$ cat config.mk
export PLATFORM = sky130hd
export DESIGN_NAME = ppu_ctrl
export DESIGN_NICKNAME = d
export VERILOG_FILES = /design/src/ppu_pkg.sv /design/src/ppu_ctrl.sv
export SDC_FILE = /design/constraint.sdc
export NUM_CORES = 1
export LEC_CHECK = 0
export BUFFER_PORTS_ARGS = -buffer_cell sky130_fd_sc_hd__buf_2
export CAP_MARGIN = 15
export CORE_AREA = 2 2 39 41
export DETAILED_ROUTE_END_ITERATION = 16
export DIE_AREA = 0 0 41 43
export PLACE_DENSITY = 0.66
export SYNTH_ARGS = -nofsm -noshare
export SYNTH_HDL_FRONTEND = slang
export SYNTH_SLANG_ARGS = --single-unit
$ cat constraint.sdc
create_clock -name clk -period 4.1 [get_ports clk]
set_clock_uncertainty 0.15 [all_clocks]
set_input_delay 1.025 -clock clk [delete_from_list [all_inputs] [get_ports clk]]
set_output_delay 1.025 -clock clk [all_outputs]
set_load 0.005 [all_outputs]
$ cat src/ppu_pkg.sv
`timescale 1ns / 1ps
`default_nettype none
package ppu_pkg;

  localparam int POOL_DEPTH = 32;
  localparam int ADDR_W     = (POOL_DEPTH > 1) ? $clog2(POOL_DEPTH) : 1;
  localparam int CNT_W      = 7;
  localparam int IN_DATA_W  = 224;
  localparam int OUT_DATA_W = 128;

  localparam logic [CNT_W-1:0] DEPTH_CNT = CNT_W'(POOL_DEPTH);

  localparam logic [1:0] KIND_PARTICLE = 2'd0;
  localparam logic [1:0] KIND_EMPTY    = 2'd1;
  localparam logic [1:0] KIND_ACK      = 2'd2;

  localparam logic MODE_TICK  = 1'b0;
  localparam logic MODE_SPAWN = 1'b1;

  typedef struct packed {
    logic [31:0] pos_x;
    logic [31:0] pos_y;
    logic [31:0] vel_x;
    logic [31:0] vel_y;
    logic [31:0] birth;
    logic [15:0] size;
    logic [15:0] life;
    logic [31:0] rgba;
  } row_t;

  typedef struct packed {
    logic load;
    logic clk_upd;
    logic spawn_wr;
    logic ack_ld;
    logic scan_rd;
    logic scan_ev;
    logic scan_wr;
    logic scan_fin;
    logic emit_rd;
    logic emit_ld;
    logic empty_ld;
  } cmd_t;

  typedef struct packed {
    logic mode;
    logic add_zero;
    logic scan_end;
    logic keep_zero;
    logic emit_last;
    logic out_free;
  } stat_t;

endpackage
`default_nettype wire

$ cat src/ppu_ctrl.sv
`timescale 1ns / 1ps
`default_nettype none
module ppu_ctrl (
  input  wire logic          clk,
  input  wire logic          rst_n,
  input  wire logic          in_valid,
  output logic               in_ready,
  input  ppu_pkg::stat_t     stat,
  output ppu_pkg::cmd_t      cmd
);

  typedef enum logic [3:0] {
    S_IDLE, S_CLK, S_SPAWN, S_ACK, S_SCAN_RD, S_SCAN_EV, S_SCAN_WR,
    S_FIN, S_EMIT_RD, S_EMIT_LD, S_EMPTY
  } state_t;

  state_t state_r, state_nxt;

  assign in_ready = (state_r == S_IDLE);

  always_comb begin
    cmd       = '0;
    state_nxt = state_r;
    case (state_r)
      S_IDLE: begin
        if (in_valid) begin
          cmd.load  = 1'b1;
          state_nxt = (stat.mode == ppu_pkg::MODE_SPAWN) ? S_SPAWN : S_CLK;
        end
      end
      S_CLK: begin
        cmd.clk_upd = 1'b1;
        state_nxt   = S_SCAN_RD;
      end
      S_SPAWN: begin
        if (stat.add_zero) state_nxt = S_ACK;
        else cmd.spawn_wr = 1'b1;
      end
      S_ACK: begin
        if (stat.out_free) begin
          cmd.ack_ld = 1'b1;
          state_nxt  = S_IDLE;
        end
      end
      S_SCAN_RD: begin
        if (stat.scan_end) state_nxt = S_FIN;
        else begin
          cmd.scan_rd = 1'b1;
          state_nxt   = S_SCAN_EV;
        end
      end
      S_SCAN_EV: begin
        cmd.scan_ev = 1'b1;
        state_nxt   = S_SCAN_WR;
      end
      S_SCAN_WR: begin
        cmd.scan_wr = 1'b1;
        state_nxt   = S_SCAN_RD;
      end
      S_FIN: begin
        cmd.scan_fin = 1'b1;
        state_nxt    = stat.keep_zero ? S_EMPTY : S_EMIT_RD;
      end
      S_EMIT_RD: begin
        cmd.emit_rd = 1'b1;
        state_nxt   = S_EMIT_LD;
      end
      S_EMIT_LD: begin
        if (stat.out_free) begin
          cmd.emit_ld = 1'b1;
          state_nxt   = stat.emit_last ? S_IDLE : S_EMIT_RD;
        end
      end
      S_EMPTY: begin
        if (stat.out_free) begin
          cmd.empty_ld = 1'b1;
          state_nxt    = S_IDLE;
        end
      end
      default: state_nxt = S_IDLE;
    endcase
  end

  always_ff @(posedge clk) begin
    if (!rst_n) state_r <= S_IDLE;
    else state_r <= state_nxt;
  end

endmodule
`default_nettype wire

Word level (Yosys, flattened, before mapping)
Cells that the tools add are included.

operators by class
  equal/unequal tests = 14
  muxes and demuxes = 24
  reductions and logical operators = 4

operator list
  cell                                                                     count
  4-bit case mux with 9 select lines                                       1
  4-bit two-way mux                                                        5
  4-bit by 3-bit equality test with 1-bit output, second input constant    4
  1-bit two-way mux                                                        15
  4-bit equality test, second input constant                               3
  4-bit by 2-bit equality test with 1-bit output, second input constant    2
  2-bit two-way mux                                                        3
  2-bit inequality test, second input constant                             3
  4-bit by 1-bit equality test with 1-bit output, second input constant    1
  4-bit logical NOT                                                        1
  4-bit AND reduction                                                      1
  2-bit OR reduction                                                       2
  2-bit by 1-bit inequality test with 1-bit output, second input constant  1

word-level totals
  register bits = 4
  bits of input ports = 9

Depth between registers and ports, before layout
Gate-level depths: netlist of run 1.

  word-level depth = 4
  mapped depth = 6
  depth with buffers taken out = 4

Worst setup path after synthesis of run 1
OpenSTA, ideal clock, no wires.

  path type = input-to-output
  start point = input port stat[3] (netlist name)
  end point = output port cmd[6] (netlist name)
  data arrival time = 1.294 ns
  slack = 1.631 ns
  stages = 1
  buffers on the path = 0
  cell sequence = nor4_1

between the ends
  word-level cells in the longest chain between the ends = 2

ends and longest elaborated chain
  element            line            RTL
  start, declared    ppu_ctrl.sv:8   input ppu_pkg::stat_t stat,
  1-bit two-way mux  ppu_ctrl.sv:46  if (stat.scan_end) state_nxt = S_FIN;
  1-bit two-way mux  ppu_ctrl.sv:24  case (state_r)
  end, declared      ppu_ctrl.sv:9   output ppu_pkg::cmd_t cmd

No other way between the ends.

==> results of run 1 <==
-- metrics by stage --
stage	utilization [%]	total power (uW)	cell area, um^2	setup WS [ps]
floorplan	-	211.0	420.4	1631
global placement	36.26	236.9	501.7	1424
global route	37.88	313.8	524.3	1373
CTS	37.88	290.8	524.3	1409
detailed placement	36.26	238.7	501.7	1418
finish	37.88	288.8	524.3	1421
-- power breakdown --
part	leakage (uW)	internal [uW]	switching, uW
sequential	0.0000328	51.2	45.4
clock	0.0000138	32.8	17.1
combinational	0.000188	73.5	68.9
-- final timing paths --
kind                             endpoint  slack [ps]
setup reg to reg  state_r[1]$_SDFFE_PN0P_        2200
hold reg to reg   state_r[3]$_SDFFE_PN0P_         450
hold / removal    state_r[3]$_SDFFE_PN0P_         450
setup / recovery                   cmd[6]        1420
-- critical path, cell delays in order --
cell	delay [ps]
buf_2	110
nor4_1	210
buf_2	150
-- final cells by class --
type                       count  area [um^2]
tap                           16        20.02
sequential                     4        80.08
multi-input combinational     44        294.0
fill                         163        859.6
timing repair buffer          20        100.1
clock buffer                   3        22.52
inverter                       2        7.507
-- cell families (layout without fill, tap and decap cells) --
logic type / after synthesis / in the layout / synth area share (%)
AO/OA/AOI/OAI: 11 / 11 / 22.62
XOR/XNOR: 1 / 1 / 3.870
buffers and inverters: 7 / 25 / 11.01
flip-flops: 4 / 4 / 19.05
multiplexers: 3 / 3 / 8.332
AND/OR/NAND/NOR: 29 / 29 / 35.12
-- cells in the mapped netlist --
master / number
a2111oi_0: 2
a2111oi_4: 1
a211oi_1: 1
a21oi_1: 3
a21oi_2: 1
a31o_2: 1
and2_1: 1
and3_1: 1
buf_2: 1
buf_4: 1
buf_6: 2
clkbuf_1: 1
dfxtp_1: 4
inv_1: 2
mux2_4: 1
mux2i_1: 2
nand2_1: 4
nand2b_1: 3
nand3_1: 1
nand3b_1: 1
nor2_1: 9
nor3_1: 4
nor3b_1: 1
nor4_1: 1
o21ai_0: 2
or2_1: 1
or2b_1: 2
xnor2_2: 1
-- routing by layer --
metal | vias to the layer above | track usage (%)
met3 | 0 | 7.853
met2 | 12 | 17.50
li1 | 226 | -
met1 | 205 | 18.39
met5 | - | 0
met4 | 0 | 2.000
==> results.py, run 1 <==
metrics = {
    "run_status": {
        "status": "finished, final reports clean",
    },
    "pwr": {
        "powerDensity_mw_per_mm2": 550.9,
        "ir_worst_vdd_uv": 234.6,
        "p_leak_uw": 0.0002344,
    },
    "timing": {
        "final.setup.tns_ps": 0,
        "setup_viol": 0,
        "max_freq_mhz": 373.3,
        "rsz0062_at_grt": "no",
        "finalCritPeriodShare_pct": 65.33,
        "worst_slew_pin_slew_ps": 541.6,
        "post-route-min-period_ps": 2679,
        "holdWs_ps": 449.9,
        "hold_violations": 0,
        "slew_viol_final": 0,
        "max-slew-margin-rel_pct": 63.85,
    },
    "setup_path": {
        "r2r_cells": 4,
        "required_ps": 2920,
        "cp-start-kind": "primary input",
        "crit_fanout": 2,
        "crit_type": "in -> out",
        "cp-end-kind": "output pin",
        "startpoint": "stat[3]",
        "arrival_ps": 1500,
        "timing.rr.start": "state_r[1]$_SDFFE_PN0P_",
    },
    "die": {
        "coreArea_mm2": 0.001384,
        "ios": 21,
        "start_util_pct": 30.38,
        "die_area_mm2": 0.001763,
        "fp.dieW_um": 41,
        "rows": 14,
        "die_h_um": 43,
    },
    "grt": {
        "overflow": 0,
        "grt_pass1_wl_um": 1593,
        "grt_usage_pct": 13.17,
        "grt_pass1_vias": 353,
        "antenna_found_initial": 0,
        "grt_max_degree": 16,
    },
    "worst_hold_path": {
        "min_from": "state_r[3]$_SDFFE_PN0P_",
        "hold_path.class": "reg -> reg",
        "whs_path_depth": 2,
    },
    "finish": {
        "layout.cells.non_filler": 89,
        "drive_above_1_share_pct": 38.36,
        "n_antenna_cell": 0,
        "top_regs": "state_r x4",
        "final_cell_mix": "buf_2, nor2_1, nor3_1, nand2_1, dfxtp_1",
        "fin_nets": 84,
        "area_growth_pct": 24.70,
        "largest_reg_flops": 4,
        "regMostFlops": "state_r",
        "final_common_cell": "buf_2",
    },
    "clocking": {
        "cts-htree-levels": 1,
        "clk_latency_ps": 240,
        "cts_sinks": 4,
        "root_buffer": "clkbuf_4",
        "cts_tree": "built",
        "clkTransAtPathRegs_ps": 40,
        "cts_hold_buf": 0,
        "cts_buffers": 3,
        "post_cts_resized": 0,
        "post-cts-setup-buffer-count": 0,
        "cts_buffer_depth": 2,
    },
    "routing": {
        "via_per_inst": 4.978,
        "drtIter0Drc": 1,
        "wl_met3_um": 67,
        "dr_wl_met2_um": 470,
        "ant_nets": 0,
        "vias": 443,
        "wl_per_cell_um": 11.03,
        "routedLengthMet1_um": 444,
        "drt_wl_total_um": 982,
        "top_layer": "met3",
        "first_pass_iters": 6,
        "drc_errors": 0,
    },
    "place": {
        "portBuffers": 20,
        "gp_congestion": 0.8193,
        "dp.cells": 86,
        "dp_hpwl_um": 729.7,
    },
    "synthesis": {
        "ys_seq_elements": 4,
        "synth_cells": 55,
        "yosys-top-cells-area": "dfxtp_1, nor2_1, a2111oi_4, buf_6, mux2i_1",
        "synth_top_area_cell": "dfxtp_1",
        "yosysUniqueCellTypes": 28,
        "ys_warn_count": 0,
        "ys_seq_area_share_pct": 19.05,
        "syn_area_per_cell_um2": 7.644,
        "syn_nets": 64,
        "yosysTopAreaCellShare_pct": 19.05,
        "synthesis.area_um2": 420.4,
    },
    "run": {
        "drv_cap": 0,
    },
}
No activity file was read; power rests on OpenSTA's default activity.
==> run 2, diff against run 1 <==
PLACE_DENSITY = 0.68   (was 0.66)
clock period = 2.2 ns   (was 4.1 ns; I/O delays follow)
==> run 2 against run 1 <==
  * Worst hold slack lost 8.1 ps
  * Design area grew 1.2%
  * Sequential power grew 89%
  * Utilization grew 0.45 points
  * Die area is the same
  * Clock-buffer cell count is the same
  * Global-route usage shrank 0.34 points
  * Wire length grew 3.5%
  * First-iteration DRC count grew to 7.0 times the previous value
  * Total power grew 93%
  * Via count grew 2.5%
  * Critical endpoint is now cmd[10]
==> results.py, run 2 (synthesized netlist as in run 1, its figures left out) <==
metrics = {
    "routing": {
        "drtIter0Drc": 7,
        "ant_nets": 0,
        "wl_per_cell_um": 11.42,
        "drc_errors": 0,
        "vias": 454,
        "via_per_inst": 5.101,
        "first_pass_iters": 4,
        "drt_wl_total_um": 1016,
    },
    "grt": {
        "grt_pass1_wl_um": 1538,
        "antenna_found_initial": 0,
        "overflow": 0,
        "grt_max_degree": 16,
        "grt_usage_pct": 12.83,
        "grt_pass1_vias": 357,
    },
    "finish": {
        "n_antenna_cell": 0,
        "area_growth_pct": 26.19,
        "largest_reg_flops": 4,
        "regMostFlops": "state_r",
        "final_area_um2": 530.5,
        "drive_above_1_share_pct": 41.10,
        "fin_nets": 84,
        "final_cell_mix": "buf_2, nor2_1, nand2_1",
        "top_regs": "state_r x4",
        "nFillCells": 145,
        "seq_area_um2": 81.33,
        "layout.cells.non_filler": 89,
        "final_common_cell": "buf_2",
        "multi_input_area_um2": 299.0,
    },
    "pwr": {
        "powerDensity_mw_per_mm2": 1049,
        "ir_worst_vdd_uv": 321.6,
        "p_leak_uw": 0.0002360,
    },
    "clocking": {
        "cts_hold_buf": 0,
        "clk_latency_ps": 250,
        "post_cts_resized": 0,
        "cts_buffer_depth": 2,
        "cts_sinks": 4,
        "post-cts-setup-buffer-count": 0,
        "root_buffer": "clkbuf_4",
        "cts_buffers": 3,
        "clkTransAtPathRegs_ps": 40,
        "cts_tree": "built",
        "cts-htree-levels": 1,
    },
    "timing": {
        "setup_slack_ps": 85.66,
        "slew_viol_final": 0,
        "hold_violations": 0,
        "finalCritPeriodShare_pct": 96.11,
        "worst_slew_pin_slew_ps": 518.0,
        "max-slew-margin-rel_pct": 65.42,
        "max_freq_mhz": 473.0,
        "setup_viol": 0,
        "holdWs_ps": 441.9,
        "post-route-min-period_ps": 2114,
    },
    "setup_path": {
        "crit_type": "reg -> out",
        "r2r_slack_ps": 380,
        "required_ps": 1500,
        "cp-start-kind": "register",
        "crit_fanout": 9,
        "cp-end-kind": "output pin",
        "arrival_ps": 1410,
    },
    "die": {
        "start_util_pct": 30.38,
        "die_h_um": 43,
        "die_area_mm2": 0.001763,
        "rows": 14,
        "fp.dieW_um": 41,
        "ios": 21,
        "coreArea_mm2": 0.001384,
    },
    "place": {
        "place_ws_ps": 328.9,
        "placed_area_um2": 501.7,
        "dp_hpwl_um": 762.6,
        "gp_congestion": 0.7828,
        "portBuffers": 20,
        "dp.cells": 86,
    },
    "worst_hold_path": {
        "hold_path.class": "reg -> reg",
    },
    "run_status": {
        "status": "finished, final reports clean",
    },
    "run": {
        "drv_cap": 0,
    },
}
==> run 2: per-stage QoR <==
step | utilization [%] | power [uW] | setup TNS [ps]
floorplan | - | 393.2 | 0
global placement | 36.26 | 439.0 | 0
detailed placement | 36.26 | 444.8 | 0
CTS | 37.88 | 544.8 | 0
global route | 38.34 | 600.0 | -6.591
finish | 38.34 | 556.6 | 0
==> run 2: area by class of cell <==
type | count | area share (%)
sequential | 4 | 15.33
multi-input combinational | 44 | 56.37
timing repair buffer | 20 | 18.87
tap | 16 | 3.774
clock buffer | 3 | 4.245
inverter | 2 | 1.415
==> run 2: metal layers <==
layer  wire, um  global-route usage [%]  share of wire [%]
met5          0                       0                  0
met4         16                   8.000                1.6
met3         76                   3.665                7.5
met2        466                   15.94                 46
met1        457                   18.53                 45
==> run 2: power breakdown <==
group	switching (uW)	leakage, uW	internal, uW
clock network	38.1	0.0000138	61.6
registers	85.1	0.0000331	97.4
logic	133	0.000189	141
total	256	0.000236	300
==> run 2: worst paths after layout <==
path                                               from  cells past startpoint                      end
worst max-delay path            state_r[2]$_SDFFE_PN0P_                      4                  cmd[10]
worst min-delay path            state_r[3]$_SDFFE_PN0P_                      2  state_r[3]$_SDFFE_PN0P_
worst max register to register  state_r[0]$_SDFFE_PN0P_                      4  state_r[1]$_SDFFE_PN0P_
worst min register to register  state_r[3]$_SDFFE_PN0P_                      2  state_r[3]$_SDFFE_PN0P_
==> run 2: critical path, cell delays in order, from the launching register on <==
cell     delay (ps)
dfxtp_1         500
or2_1           300
nor3_2           70
and2_1          170
buf_2           120
==> run 3, diff against run 2 <==
CTS_CLUSTER_DIAMETER = 200   (was not set)
PLACE_DENSITY = not set   (was 0.68)
RECOVER_POWER = 100   (was not set)
==> run 3 against run 2 <==
  * First-iteration DRC count shrank 100%
  * Utilization shrank 1.1 points
  * Sequential power is essentially flat
  * Worst hold slack gained 17 ps
  * Worst setup slack gained 48 ps
  * Total power shrank 4.6%
  * Die area is the same
  * Sequential share of layout area grew 0.45 points
  * Global-route usage shrank 0.38 points
  * Wire length grew 2.0%
  * Non-clock buffer count is the same
  * Fmax grew 2.3%
  * Critical endpoint unchanged
==> results.py, run 3 (synthesized netlist as in run 1, its figures left out) <==
metrics = {
    "setup_path": {
        "cp_cell_sequence": "or2_4 > nor3_1 > and2_1 > buf_2",
        "arrival_ps": 1370,
        "required_ps": 1500,
        "crit_type": "reg -> out",
        "cp_slowest_cell": "dfxtp_1",
        "crit_family": "simple AND/OR/NAND/NOR gates",
        "cp-end-kind": "output pin",
        "crit_fanout": 9,
        "cp-start-kind": "register",
        "critPathBufInv": 1,
        "slowest_delay_ps": 400,
    },
    "timing": {
        "post-route-min-period_ps": 2066,
        "max-slew-margin-rel_pct": 65.93,
        "finalCritPeriodShare_pct": 93.93,
        "max_freq_mhz": 483.9,
        "rsz0062_at_grt": "no",
        "hold_violations": 0,
        "slew_viol_final": 0,
        "worst_slew_pin_slew_ps": 510.4,
        "setup_viol": 0,
        "final.setup.tns_ps": 0,
    },
    "routing": {
        "vias": 462,
        "first_pass_iters": 1,
        "via_per_inst": 5.191,
        "wl_per_cell_um": 11.64,
        "drtIter0Drc": 0,
        "ant_nets": 0,
        "drc_errors": 0,
        "drt_wl_total_um": 1036,
    },
    "pwr": {
        "p_comb_share_pct": 48.8,
        "ir_worst_vdd_uv": 380.8,
        "p_int_uw": 293.1,
        "finalPower_uw": 531.2,
        "p_leak_uw": 0.0002014,
        "power_switching_uw": 238.0,
        "seqPwrFrac_pct": 34.4,
        "clkPwrFrac_pct": 16.8,
        "powerDensity_mw_per_mm2": 1030,
        "switching_share_pct": 44.82,
    },
    "die": {
        "die_h_um": 43,
        "fp.dieW_um": 41,
        "start_util_pct": 30.38,
        "coreArea_mm2": 0.001384,
        "ios": 21,
        "rows": 14,
        "die_area_mm2": 0.001763,
    },
    "clocking": {
        "post-cts-setup-buffer-count": 0,
        "cts_sinks": 4,
        "cts-htree-levels": 1,
        "cts_tree": "built",
        "cts_hold_buf": 0,
        "root_buffer": "clkbuf_4",
        "cts_buffer_depth": 2,
        "clk_latency_ps": 230,
        "cts_buffers": 3,
        "clkTransAtPathRegs_ps": 40,
    },
    "run_status": {
        "status": "finished, final reports clean",
    },
    "grt": {
        "antenna_found_initial": 0,
        "grt_max_degree": 16,
        "grt_pass1_wl_um": 1518,
        "overflow": 0,
        "grt_usage_pct": 12.45,
        "grt_pass1_vias": 376,
    },
    "finish": {
        "n_antenna_cell": 0,
        "final_common_cell": "buf_2",
        "top_regs": "state_r x4",
        "fin_nets": 84,
        "regMostFlops": "state_r",
        "largest_reg_flops": 4,
        "area_growth_pct": 22.62,
        "drive_above_1_share_pct": 30.14,
        "final_cell_mix": "buf_2, nor2_1, clkbuf_1",
    },
    "place": {
        "portBuffers": 20,
        "dp_hpwl_um": 782,
        "gp_congestion": 0.8200,
    },
    "worst_hold_path": {
        "hold_path.class": "reg -> reg",
    },
    "run": {
        "drv_cap": 0,
    },
}
-- run 3: cell types whose count changed in the layout (fill, tap and decap cells not counted), sizes merged --
cell | before | now
buf | 20 | 10
clkbuf | 3 | 13
-- run 3: metal layers --
metal / global-route usage, % / part of all wire, % / up-vias / wire length (um)
li1: - / - / 232 / -
met1: 17.68 / 45 / 217 / 463
met2: 17.81 / 49 / 13 / 507
met3: 3.141 / 6.3 / 0 / 65
met4: 4.000 / 0 / 0 / 0
met5: 0 / 0 / - / 0
-- run 3: stage by stage --
stage | cells | worst slack [ps] | util, % | area (um^2) | hold WS, ps
6_report | 89 | 133.5 | 37.25 | 515.5 | 458.7
4_1_cts | 89 | 62.95 | 37.88 | 524.3 | 450.2
2_1_floorplan | 55 | 354.8 | - | 420.4 | 408.1
3_5_place_dp | 86 | 296.5 | 36.26 | 501.7 | 437.5
5_1_grt | 89 | 0.3794 | 37.25 | 515.5 | 473.6
3_3_place_gp | 86 | 331.0 | 36.26 | 501.7 | 447.1
-- run 3: power by group through the flow --
stage          combinational (uW)  sequential (uW)  clock, uW
2_1_floorplan                 273              121          0
3_3_place_gp                  267              176          0
3_5_place_dp                  266              180          0
4_1_cts                       268              179       93.1
5_1_grt                       294              190       95.8
6_report                      259              183       89.1
-- run 3: worst reg2reg max path, stage by stage (launching register included) --
cell and delay (ps):
dfxtp_1 630, a21oi_1 150, a2111oi_4 350, a21oi_1 140, mux2_4 310
-- run 3: area by class of cell --
class | count | area (um^2)
flip-flops and latches | 4 | 81.33
multi-input cells | 44 | 292.8
clock buffers | 3 | 22.52
inverters | 2 | 7.507
fillers | 152 | 868.3
repair buffers | 20 | 91.34
well taps | 16 | 20.02
-- run 3: worst paths after layout --
kind | startpoint | endpoint | slack, ps | cells past startpoint
max | state_r[3]$_SDFFE_PN0P_ | cmd[10] | 130 | 4
min | state_r[3]$_SDFFE_PN0P_ | state_r[3]$_SDFFE_PN0P_ | 460 | 2
max reg2reg | state_r[0]$_SDFFE_PN0P_ | state_r[1]$_SDFFE_PN0P_ | 350 | 4
min reg2reg | state_r[3]$_SDFFE_PN0P_ | state_r[3]$_SDFFE_PN0P_ | 460 | 2
-- run 3: timing repair --
item / CTS / global route
setup endpoints to repair: 0 / 4
resized for setup: 0 / 2
hold endpoints to repair: 0 / 0
